===== src/hw/rtl/fag_pkg.sv =====
// Package: shared constants, types and controller state encoding.
`default_nettype none
package fag_pkg;
    localparam int VALUE_WIDTH = 32;
    localparam int PW = 2 * VALUE_WIDTH;
    localparam int PCW = $clog2(PW + 1);

    typedef enum logic [3:0] {
        ST_IDLE, ST_MUL_N1, ST_MUL_N2, ST_MUL_D, ST_SUM,
        ST_EUC_START, ST_EUC_WAIT, ST_DIVN_START, ST_DIVN_WAIT,
        ST_DIVD_START, ST_DIVD_WAIT, ST_FINISH, ST_OUT
    } state_t;

    typedef enum logic [1:0] {
        MUL_N1, MUL_N2, MUL_D
    } mul_sel_t;

    typedef enum logic [1:0] {
        DIV_EUC, DIV_QN, DIV_QD
    } div_sel_t;

    typedef struct packed {
        logic     load;
        logic     mul_en;
        mul_sel_t mul_sel;
        logic     sum_en;
        logic     div_start;
        div_sel_t div_sel;
        logic     euc_step;
        logic     qn_take;
        logic     qd_take;
        logic     finish;
    } cmd_t;

    typedef struct packed {
        logic div_done;
        logic y_zero;
        logic x_zero;
    } status_t;
endpackage
`default_nettype wire


===== src/hw/rtl/fag_divider.sv =====
// Iterative restoring divider, one quotient bit per cycle.
`default_nettype none
module fag_divider
(
    input  wire logic                 clk,
    input  wire logic                 rst_n,
    input  wire logic                 start,
    input  wire logic [fag_pkg::PW-1:0] dividend,
    input  wire logic [fag_pkg::PW-1:0] divisor,
    output logic                      done,
    output logic [fag_pkg::PW-1:0]    quotient,
    output logic [fag_pkg::PW-1:0]    remainder
);
    logic [fag_pkg::PW-1:0]  q_reg, q_next;
    logic [fag_pkg::PW:0]    r_reg, r_next;
    logic [fag_pkg::PW-1:0]  d_reg, d_next;
    logic [fag_pkg::PCW-1:0] cnt_reg, cnt_next;
    logic                    busy_reg, busy_next;
    logic                    done_reg, done_next;
    logic [fag_pkg::PW:0]    trial;
    logic [fag_pkg::PW:0]    shifted;

    always_comb
    begin
        q_next    = q_reg;
        r_next    = r_reg;
        d_next    = d_reg;
        cnt_next  = cnt_reg;
        busy_next = busy_reg;
        done_next = 1'b0;
        shifted   = {r_reg[fag_pkg::PW-1:0], q_reg[fag_pkg::PW-1]};
        trial     = shifted - {1'b0, d_reg};
        if (start)
        begin
            q_next    = dividend;
            r_next    = '0;
            d_next    = divisor;
            cnt_next  = fag_pkg::PCW'(fag_pkg::PW);
            busy_next = 1'b1;
        end
        else if (busy_reg)
        begin
            if (!trial[fag_pkg::PW])
            begin
                r_next = trial;
                q_next = {q_reg[fag_pkg::PW-2:0], 1'b1};
            end
            else
            begin
                r_next = shifted;
                q_next = {q_reg[fag_pkg::PW-2:0], 1'b0};
            end
            cnt_next = cnt_reg - 1'b1;
            if (cnt_reg == fag_pkg::PCW'(1))
            begin
                busy_next = 1'b0;
                done_next = 1'b1;
            end
        end
    end

    always_ff @(posedge clk or negedge rst_n)
    begin
        if (!rst_n)
        begin
            busy_reg <= 1'b0;
            done_reg <= 1'b0;
            cnt_reg  <= '0;
        end
        else
        begin
            busy_reg <= busy_next;
            done_reg <= done_next;
            cnt_reg  <= cnt_next;
        end
    end

    always_ff @(posedge clk)
    begin
        q_reg <= q_next;
        r_reg <= r_next;
        d_reg <= d_next;
    end

    assign done      = done_reg;
    assign quotient  = q_reg;
    assign remainder = r_reg[fag_pkg::PW-1:0];
endmodule
`default_nettype wire


===== src/hw/rtl/fag_datapath.sv =====
// Datapath: accumulator, products, Euclid registers, reduction and result.
`default_nettype none
module fag_datapath
(
    input  wire logic        clk,
    input  wire logic        rst_n,
    input  wire fag_pkg::cmd_t cmd,
    output fag_pkg::status_t sts,
    input  wire logic [31:0] in_num,
    input  wire logic [31:0] in_den,
    input  wire logic        in_last,
    output logic [31:0]      res_num,
    output logic [31:0]      res_den,
    output logic             res_ovf,
    output logic             res_err,
    output logic             res_last
);
    localparam int VW = fag_pkg::VALUE_WIDTH;
    localparam int PW = fag_pkg::PW;

    logic [VW-1:0] acc_n_reg, acc_n_next;
    logic [VW-1:0] acc_d_reg, acc_d_next;
    logic          sa_reg, sb_reg, sc_reg, sd_reg;
    logic [VW-1:0] ma_reg, mb_reg, mc_reg, md_reg;
    logic [PW-1:0] m1_reg, m2_reg, mdn_reg, mn_reg, x_reg, y_reg, qn_reg;
    logic          s1_reg, s2_reg, sdn_reg, sn_reg, k_reg, last_reg;
    logic [31:0]   on_reg, od_reg;
    logic          ovf_reg, err_reg;

    logic [VW-1:0] vin_n, vin_d;
    logic [VW-1:0] mul_a, mul_b;
    logic [PW-1:0] prod;
    logic [PW:0]   sum_w;
    logic          sum_s;
    logic [PW-1:0] sum_m;
    logic          div_done;
    logic [PW-1:0] div_q, div_r, div_a, div_b;
    logic          sg, rs_n, rs_d, fit_n, fit_d;
    logic [PW-1:0] lim;
    logic [PW-1:0] rn, rd;

    function automatic logic [VW-1:0] mag(input logic [VW-1:0] v);
        mag = v[VW-1] ? (~v + 1'b1) : v;
    endfunction

    assign vin_n = in_num[VW-1:0];
    assign vin_d = in_den[VW-1:0];

    always_comb
    begin
        case (cmd.mul_sel)
            fag_pkg::MUL_N1: begin mul_a = ma_reg; mul_b = md_reg; end
            fag_pkg::MUL_N2: begin mul_a = mc_reg; mul_b = mb_reg; end
            default:         begin mul_a = mb_reg; mul_b = md_reg; end
        endcase
    end
    assign prod = {{VW{1'b0}}, mul_a} * {{VW{1'b0}}, mul_b};

    always_comb
    begin
        sum_w = '0;
        if (s1_reg == s2_reg)
        begin
            sum_s = s1_reg;
            sum_w = {1'b0, m1_reg} + {1'b0, m2_reg};
        end
        else if (m1_reg >= m2_reg)
        begin
            sum_s = s1_reg;
            sum_w = {1'b0, m1_reg - m2_reg};
        end
        else
        begin
            sum_s = s2_reg;
            sum_w = {1'b0, m2_reg - m1_reg};
        end
        sum_m = sum_w[PW-1:0];
    end

    always_comb
    begin
        case (cmd.div_sel)
            fag_pkg::DIV_EUC: begin div_a = x_reg;  div_b = y_reg; end
            fag_pkg::DIV_QN:  begin div_a = mn_reg; div_b = x_reg; end
            default:          begin div_a = mdn_reg; div_b = x_reg; end
        endcase
    end

    fag_divider u_div
    (
        .clk       (clk),
        .rst_n     (rst_n),
        .start     (cmd.div_start),
        .dividend  (div_a),
        .divisor   (div_b),
        .done      (div_done),
        .quotient  (div_q),
        .remainder (div_r)
    );

    always_comb
    begin
        sts.div_done = div_done;
        sts.y_zero   = (y_reg == '0);
        sts.x_zero   = (x_reg == '0);
    end

    assign sg   = k_reg ? sdn_reg : sn_reg;
    assign rs_n = (qn_reg != '0) && (sn_reg ^ sg);
    assign rs_d = (div_q != '0) && (sdn_reg ^ sg);
    assign lim  = PW'(1) << (VW - 1);
    assign fit_n = rs_n ? (qn_reg <= lim) : (qn_reg < lim);
    assign fit_d = rs_d ? (div_q <= lim) : (div_q < lim);
    assign rn   = rs_n ? (~qn_reg + 1'b1) : qn_reg;
    assign rd   = rs_d ? (~div_q + 1'b1) : div_q;

    always_comb
    begin
        acc_n_next = acc_n_reg;
        acc_d_next = acc_d_reg;
        if (cmd.qd_take)
        begin
            acc_n_next = rn[VW-1:0];
            acc_d_next = rd[VW-1:0];
        end
        if (cmd.finish && last_reg)
        begin
            acc_n_next = '0;
            acc_d_next = VW'(1);
        end
    end

    always_ff @(posedge clk or negedge rst_n)
    begin
        if (!rst_n)
        begin
            acc_n_reg <= '0;
            acc_d_reg <= VW'(1);
        end
        else
        begin
            acc_n_reg <= acc_n_next;
            acc_d_reg <= acc_d_next;
        end
    end

    always_ff @(posedge clk)
    begin
        if (cmd.load)
        begin
            sa_reg   <= acc_n_reg[VW-1];
            ma_reg   <= mag(acc_n_reg);
            sb_reg   <= acc_d_reg[VW-1];
            mb_reg   <= mag(acc_d_reg);
            sc_reg   <= vin_n[VW-1];
            mc_reg   <= mag(vin_n);
            sd_reg   <= vin_d[VW-1];
            md_reg   <= mag(vin_d);
            last_reg <= in_last;
            ovf_reg  <= 1'b0;
            err_reg  <= 1'b0;
            k_reg    <= 1'b0;
        end
        if (cmd.mul_en)
        begin
            case (cmd.mul_sel)
                fag_pkg::MUL_N1:
                begin
                    m1_reg <= prod;
                    s1_reg <= (sa_reg ^ sd_reg) && (prod != '0);
                end
                fag_pkg::MUL_N2:
                begin
                    m2_reg <= prod;
                    s2_reg <= (sc_reg ^ sb_reg) && (prod != '0);
                end
                default:
                begin
                    mdn_reg <= prod;
                    sdn_reg <= (sb_reg ^ sd_reg) && (prod != '0);
                end
            endcase
        end
        if (cmd.sum_en)
        begin
            mn_reg <= sum_m;
            sn_reg <= sum_s && (sum_m != '0);
            x_reg  <= sum_m;
            y_reg  <= mdn_reg;
        end
        if (cmd.euc_step)
        begin
            x_reg <= y_reg;
            y_reg <= div_r;
            k_reg <= ~k_reg;
        end
        if (cmd.qn_take)
        begin
            qn_reg <= div_q;
        end
        if (cmd.qd_take)
        begin
            ovf_reg <= !fit_n || !fit_d;
        end
        if (cmd.finish)
        begin
            err_reg <= (x_reg == '0);
            on_reg  <= 32'(signed'(acc_n_reg));
            od_reg  <= 32'(signed'(acc_d_reg));
        end
    end

    assign res_num  = on_reg;
    assign res_den  = od_reg;
    assign res_ovf  = ovf_reg;
    assign res_err  = err_reg;
    assign res_last = last_reg;
endmodule
`default_nettype wire


===== src/hw/rtl/fag_ctrl.sv =====
// Controller: sequences products, Euclid steps, reduction and output handshake.
`default_nettype none
module fag_ctrl
(
    input  wire logic            clk,
    input  wire logic            rst_n,
    input  wire logic            in_valid,
    output logic                 in_ready,
    output logic                 out_valid,
    input  wire logic            out_ready,
    input  wire fag_pkg::status_t sts,
    output fag_pkg::cmd_t        cmd
);
    fag_pkg::state_t state_reg, state_next;

    always_ff @(posedge clk or negedge rst_n)
    begin
        if (!rst_n)
            state_reg <= fag_pkg::ST_IDLE;
        else
            state_reg <= state_next;
    end

    always_comb
    begin
        state_next = state_reg;
        cmd        = '0;
        cmd.mul_sel = fag_pkg::MUL_N1;
        cmd.div_sel = fag_pkg::DIV_EUC;
        in_ready   = 1'b0;
        out_valid  = 1'b0;
        unique case (state_reg)
            fag_pkg::ST_IDLE:
            begin
                in_ready = 1'b1;
                if (in_valid)
                begin
                    cmd.load   = 1'b1;
                    state_next = fag_pkg::ST_MUL_N1;
                end
            end
            fag_pkg::ST_MUL_N1:
            begin
                cmd.mul_en = 1'b1;
                state_next = fag_pkg::ST_MUL_N2;
            end
            fag_pkg::ST_MUL_N2:
            begin
                cmd.mul_en  = 1'b1;
                cmd.mul_sel = fag_pkg::MUL_N2;
                state_next  = fag_pkg::ST_MUL_D;
            end
            fag_pkg::ST_MUL_D:
            begin
                cmd.mul_en  = 1'b1;
                cmd.mul_sel = fag_pkg::MUL_D;
                state_next  = fag_pkg::ST_SUM;
            end
            fag_pkg::ST_SUM:
            begin
                cmd.sum_en = 1'b1;
                state_next = fag_pkg::ST_EUC_START;
            end
            fag_pkg::ST_EUC_START:
            begin
                if (sts.y_zero)
                    state_next = sts.x_zero ? fag_pkg::ST_FINISH : fag_pkg::ST_DIVN_START;
                else
                begin
                    cmd.div_start = 1'b1;
                    state_next    = fag_pkg::ST_EUC_WAIT;
                end
            end
            fag_pkg::ST_EUC_WAIT:
            begin
                if (sts.div_done)
                begin
                    cmd.euc_step = 1'b1;
                    state_next   = fag_pkg::ST_EUC_START;
                end
            end
            fag_pkg::ST_DIVN_START:
            begin
                cmd.div_start = 1'b1;
                cmd.div_sel   = fag_pkg::DIV_QN;
                state_next    = fag_pkg::ST_DIVN_WAIT;
            end
            fag_pkg::ST_DIVN_WAIT:
            begin
                cmd.div_sel = fag_pkg::DIV_QN;
                if (sts.div_done)
                begin
                    cmd.qn_take = 1'b1;
                    state_next  = fag_pkg::ST_DIVD_START;
                end
            end
            fag_pkg::ST_DIVD_START:
            begin
                cmd.div_start = 1'b1;
                cmd.div_sel   = fag_pkg::DIV_QD;
                state_next    = fag_pkg::ST_DIVD_WAIT;
            end
            fag_pkg::ST_DIVD_WAIT:
            begin
                cmd.div_sel = fag_pkg::DIV_QD;
                if (sts.div_done)
                begin
                    cmd.qd_take = 1'b1;
                    state_next  = fag_pkg::ST_FINISH;
                end
            end
            fag_pkg::ST_FINISH:
            begin
                cmd.finish = 1'b1;
                state_next = fag_pkg::ST_OUT;
            end
            fag_pkg::ST_OUT:
            begin
                out_valid = 1'b1;
                if (out_ready)
                    state_next = fag_pkg::ST_IDLE;
            end
            default:
                state_next = fag_pkg::ST_IDLE;
        endcase
    end
endmodule
`default_nettype wire


===== src/hw/rtl/fraction_accumulator_gcd_core.sv =====
// Top level: running fraction sum reduced by a Euclid gcd.
//
//  channel | dir | tdata fields (low to high)          | tuser / tlast
//  s_axis  | in  | numerator[31:0], denominator[63:32] | tlast = final_item
//  m_axis  | out | sum_num[31:0], sum_den[63:32]       | tuser = overflow, zero_gcd_error;
//          |     |                                     | tlast = list_end
//
// One item at a time: the products and sum follow the transfer, then each Euclid
// remainder step runs in the shared 64-bit one-bit-per-cycle divider (up to about 90
// steps), then the two reduction divisions (skipped when the gcd is zero), then the
// finish state registers the result.
// Reset clears the sum to 0/1; the result register holds while m_axis_tready is low.
`default_nettype none
module fraction_accumulator_gcd_core
(
    input  wire logic        clk,
    input  wire logic        rst_n,
    input  wire logic        s_axis_tvalid,
    output logic             s_axis_tready,
    input  wire logic [63:0] s_axis_tdata,  // numerator, denominator
    input  wire logic        s_axis_tlast,
    output logic             m_axis_tvalid,
    input  wire logic        m_axis_tready,
    output logic [63:0]      m_axis_tdata,  // sum_num, sum_den
    output logic [1:0]       m_axis_tuser,  // overflow, zero_gcd_error
    output logic             m_axis_tlast
);
    fag_pkg::cmd_t    cmd;
    fag_pkg::status_t sts;
    logic [31:0]      res_num, res_den;
    logic             res_ovf, res_err, res_last;

    fag_ctrl u_ctrl
    (
        .clk       (clk),
        .rst_n     (rst_n),
        .in_valid  (s_axis_tvalid),
        .in_ready  (s_axis_tready),
        .out_valid (m_axis_tvalid),
        .out_ready (m_axis_tready),
        .sts       (sts),
        .cmd       (cmd)
    );

    fag_datapath u_dp
    (
        .clk      (clk),
        .rst_n    (rst_n),
        .cmd      (cmd),
        .sts      (sts),
        .in_num   (s_axis_tdata[31:0]),
        .in_den   (s_axis_tdata[63:32]),
        .in_last  (s_axis_tlast),
        .res_num  (res_num),
        .res_den  (res_den),
        .res_ovf  (res_ovf),
        .res_err  (res_err),
        .res_last (res_last)
    );

    assign m_axis_tdata = {res_den, res_num};
    assign m_axis_tuser = {res_err, res_ovf};
    assign m_axis_tlast = res_last;
endmodule
`default_nettype wire


===== config.mk =====
export PLATFORM = sky130hd
export DESIGN_NAME = fraction_accumulator_gcd_core
export DESIGN_NICKNAME = d
export VERILOG_FILES = /design/src/hw/rtl/fag_pkg.sv /design/src/hw/rtl/fag_divider.sv /design/src/hw/rtl/fag_datapath.sv /design/src/hw/rtl/fag_ctrl.sv /design/src/hw/rtl/fraction_accumulator_gcd_core.sv
export SDC_FILE = /design/constraint.sdc
export NUM_CORES = 2
export LEC_CHECK = 0
export BUFFER_PORTS_ARGS = -buffer_cell sky130_fd_sc_hd__buf_4
export CAP_MARGIN = 10
export CORE_MARGIN = 2
export CORE_UTILIZATION = 54
export DETAILED_ROUTE_END_ITERATION = 10
export HOLD_SLACK_MARGIN = 0.15
export PLACE_DENSITY = 0.74
export SLEW_MARGIN = 20
export SYNTH_ARGS = -nofsm -noshare
export SYNTH_HDL_FRONTEND = slang
export SYNTH_SLANG_ARGS = --single-unit

===== constraint.sdc =====
create_clock -name clk -period 12.4 [get_ports clk]
set_input_delay 0.62 -clock clk [delete_from_list [all_inputs] [get_ports clk]]
set_output_delay 0.62 -clock clk [all_outputs]
set_load 0.02 [all_outputs]

==> results.toml <==
[run_status]
status = "completed"

[yosys]
ys.flop_type = "edfxtp_1"
synth_fp_nets = 11000
synth_cells = 9500
async_flop_share_pct = 8.36
ys_seq_area_share_pct = 30.1
synth-seq-cells = 921
synth_area_leaders = "edfxtp_1 26%, fa_1 20%, ha_1 7.4%"
synth_edf_count = 780
yosys.area.top_type_share_pct = 26.5
yosys.area.top_type = "edfxtp_1"
synth_area_sq_um = 88400
syn_area_per_cell_sq_um = 9.30
synth.distinct_cells = 112
yosysWarningCount = 0

[floorplan]
die_w_um = 409
core_area_sq_um = 163000
dieArea_sq_um = 167000
core.rowCount = 148
io_pins = 138
start_util_pct = 54.4
die_h_um = 409

[clock_network]
cts_buffers = 101
cts_tree = "yes"
clkSlewWorstSetupHoldPaths_ns = 0.06
cts-root-buf = "clkbuf_16"
h-tree-depth = 3
cts_buffer_depth = 3
cts.sinks = 921
cts_resized = 0
clock_latency_ns = 0.79

[setup_path]
required_ns = 12.84
regToRegStartpoint = "u_ctrl.state_reg[1]"
worst_setup_path_end_kind = "flop"
ff2ff_setup_slack_ns = 0.76
worst-path-buf-inv = 4
slowest_stage = "xnor2_1"
cp.arrival_ns = 12.08
ff2ff_path_depth = 30
timing.rr.end = "u_dp.s2_reg"
crit_top_cell = "fa_1"
crit_type = "reg -> reg"
cp_top_family = "adder cells"
crit_path_start_kind = "flop"
crit_fanout = 34
max_stage_delay_ns = 0.83

[grt]
grt_overflow = 0
grt_usage_pct = 39.7
antenna_found_initial = 30
grt_max_degree = 111
grt_pass1_wl_mm = 488
grt_pass1_vias = 72700

[cells_and_area]
most-common-layout-cells = "1340 x nand2_1, 1187 x inv_1, 935 x nor2_1"
final_common_cell = "nand2_1"
final_nets = 10900
syn_to_final_growth_pct = 8.15
layout-drive-gt1-share_pct = 7.81

[detailed_routing]
totalWireLength_mm = 335
drc = 0
drt_iter0_drc = 9926
vias = 74900
vias_per_cell = 6.39
drt-pass1-iter-count = 8
ant_nets = 0
wl_per_cell_um = 28.5

[placement]
dpl.hpwl_mm = 265
port_buffers = 137
gp_congestion = 1.00

[timing]
finalHoldViolCount = 0
finalCritPeriodShare_pct = 93.8
worstMarginPinSlew_ns = 1.26
fmax_mhz = 85.9
relSlewSlack_pct = 15.3
tns_ns = 0
finalMaxSlewViolations = 0
setup_viol_count_final = 0
rsz0062_at_grt = "false"
fin_crit_ns = 11.64
fin_worst_skew_ns = 0.0685

[worst_hold_path]
hold_class = "in -> reg"
holdCritStartpoint = "s_axis_tdata[41]"
hold_depth = 2
hold_end = "u_dp.md_reg[9]"

[job]
cap_violations = 0
## cells in the mapped netlist (all sizes together) (95+ instances only)
library cell and instances:
fa 900, mux2 99, nor3 116, mux2i 123, nand4 95, a21o 127, nor2 939, inv 1190
nand2 1343, clkbuf 384, or3 115, nand3 100, ha 525, a21oi 417, a31oi 100, nor4 119
o21ai 570, xor2 100, edfxtp 780, xnor2 230
## layout make-up
type / count / area (sq um)
fill: 14200 / 67000
multi-input combinational: 6914 / 55900
sequential: 921 / 26600
inverter: 1193 / 4480
clock buffer: 137 / 2770
tap: 2175 / 2720
timing repair buffer: 319 / 2460
clock inverter: 51 / 592
antenna: 13 / 32.5
## layer usage
metal | wire, um | part of all wire (%) | vias up | GRT usage [%]
li1 | - | - | 32100 | -
met1 | 133000 | 40 | 37700 | 55.0
met2 | 144000 | 43 | 4329 | 58.5
met3 | 38700 | 12 | 835 | 10.0
met4 | 18800 | 5.6 | 8 | 18.9
met5 | 60 | 0.018 | - | 0
## logic make-up after synthesis
| group | synth area share (%) |
|---|---|
| buffers and inverters | 7.22 |
| adders and majority gates | 27.8 |
| DFF | 30.1 |
| muxes | 2.65 |
| AOI/OAI and AO/OA | 13.3 |
| and+or+nand+nor | 15.6 |
| xor gates and xnor gates | 3.28 |
## per-stage QoR
step / worst slack, ns / hold WS, ns / cell area [sq um] / std cells / util (%)
floorplan: 0.507 / 0.324 / 88400 / 9500 / -
global placement: 1.05 / 0.476 / 92000 / 11500 / 56.6
detailed placement: 0.922 / 0.477 / 92100 / 11500 / 56.6
CTS: 0.882 / 0.150 / 95500 / 11700 / 58.8
global route: 0.331 / 0.187 / 95600 / 11700 / 58.8
finish: 0.765 / 0.191 / 95600 / 11700 / 58.8
## worst max-delay path by stage
stage               depth (start not counted)  slack, ns            to           startpoint
finish                                     30       0.76   u_dp.s2_reg  u_ctrl.state_reg[1]
global route                               32       0.33   u_dp.s2_reg  u_ctrl.state_reg[1]
CTS                                        32       0.88   u_dp.s2_reg  u_ctrl.state_reg[1]
detailed placement                         32       0.92   u_dp.s2_reg  u_ctrl.state_reg[1]
global placement                           32       1.05  u_dp.sdn_reg  u_ctrl.state_reg[1]
floorplan                                  34       0.51   u_dp.s1_reg  u_ctrl.state_reg[1]
## repair_timing
action,4_1_cts,5_1_grt
endpoints found under the hold margin,26,0
hold buffers,10,0
buffers inserted,0,0
Power is left out: the tool's default activity adds up to more than one toggle a clock period on the data nets, which glitch-free logic cannot reach.
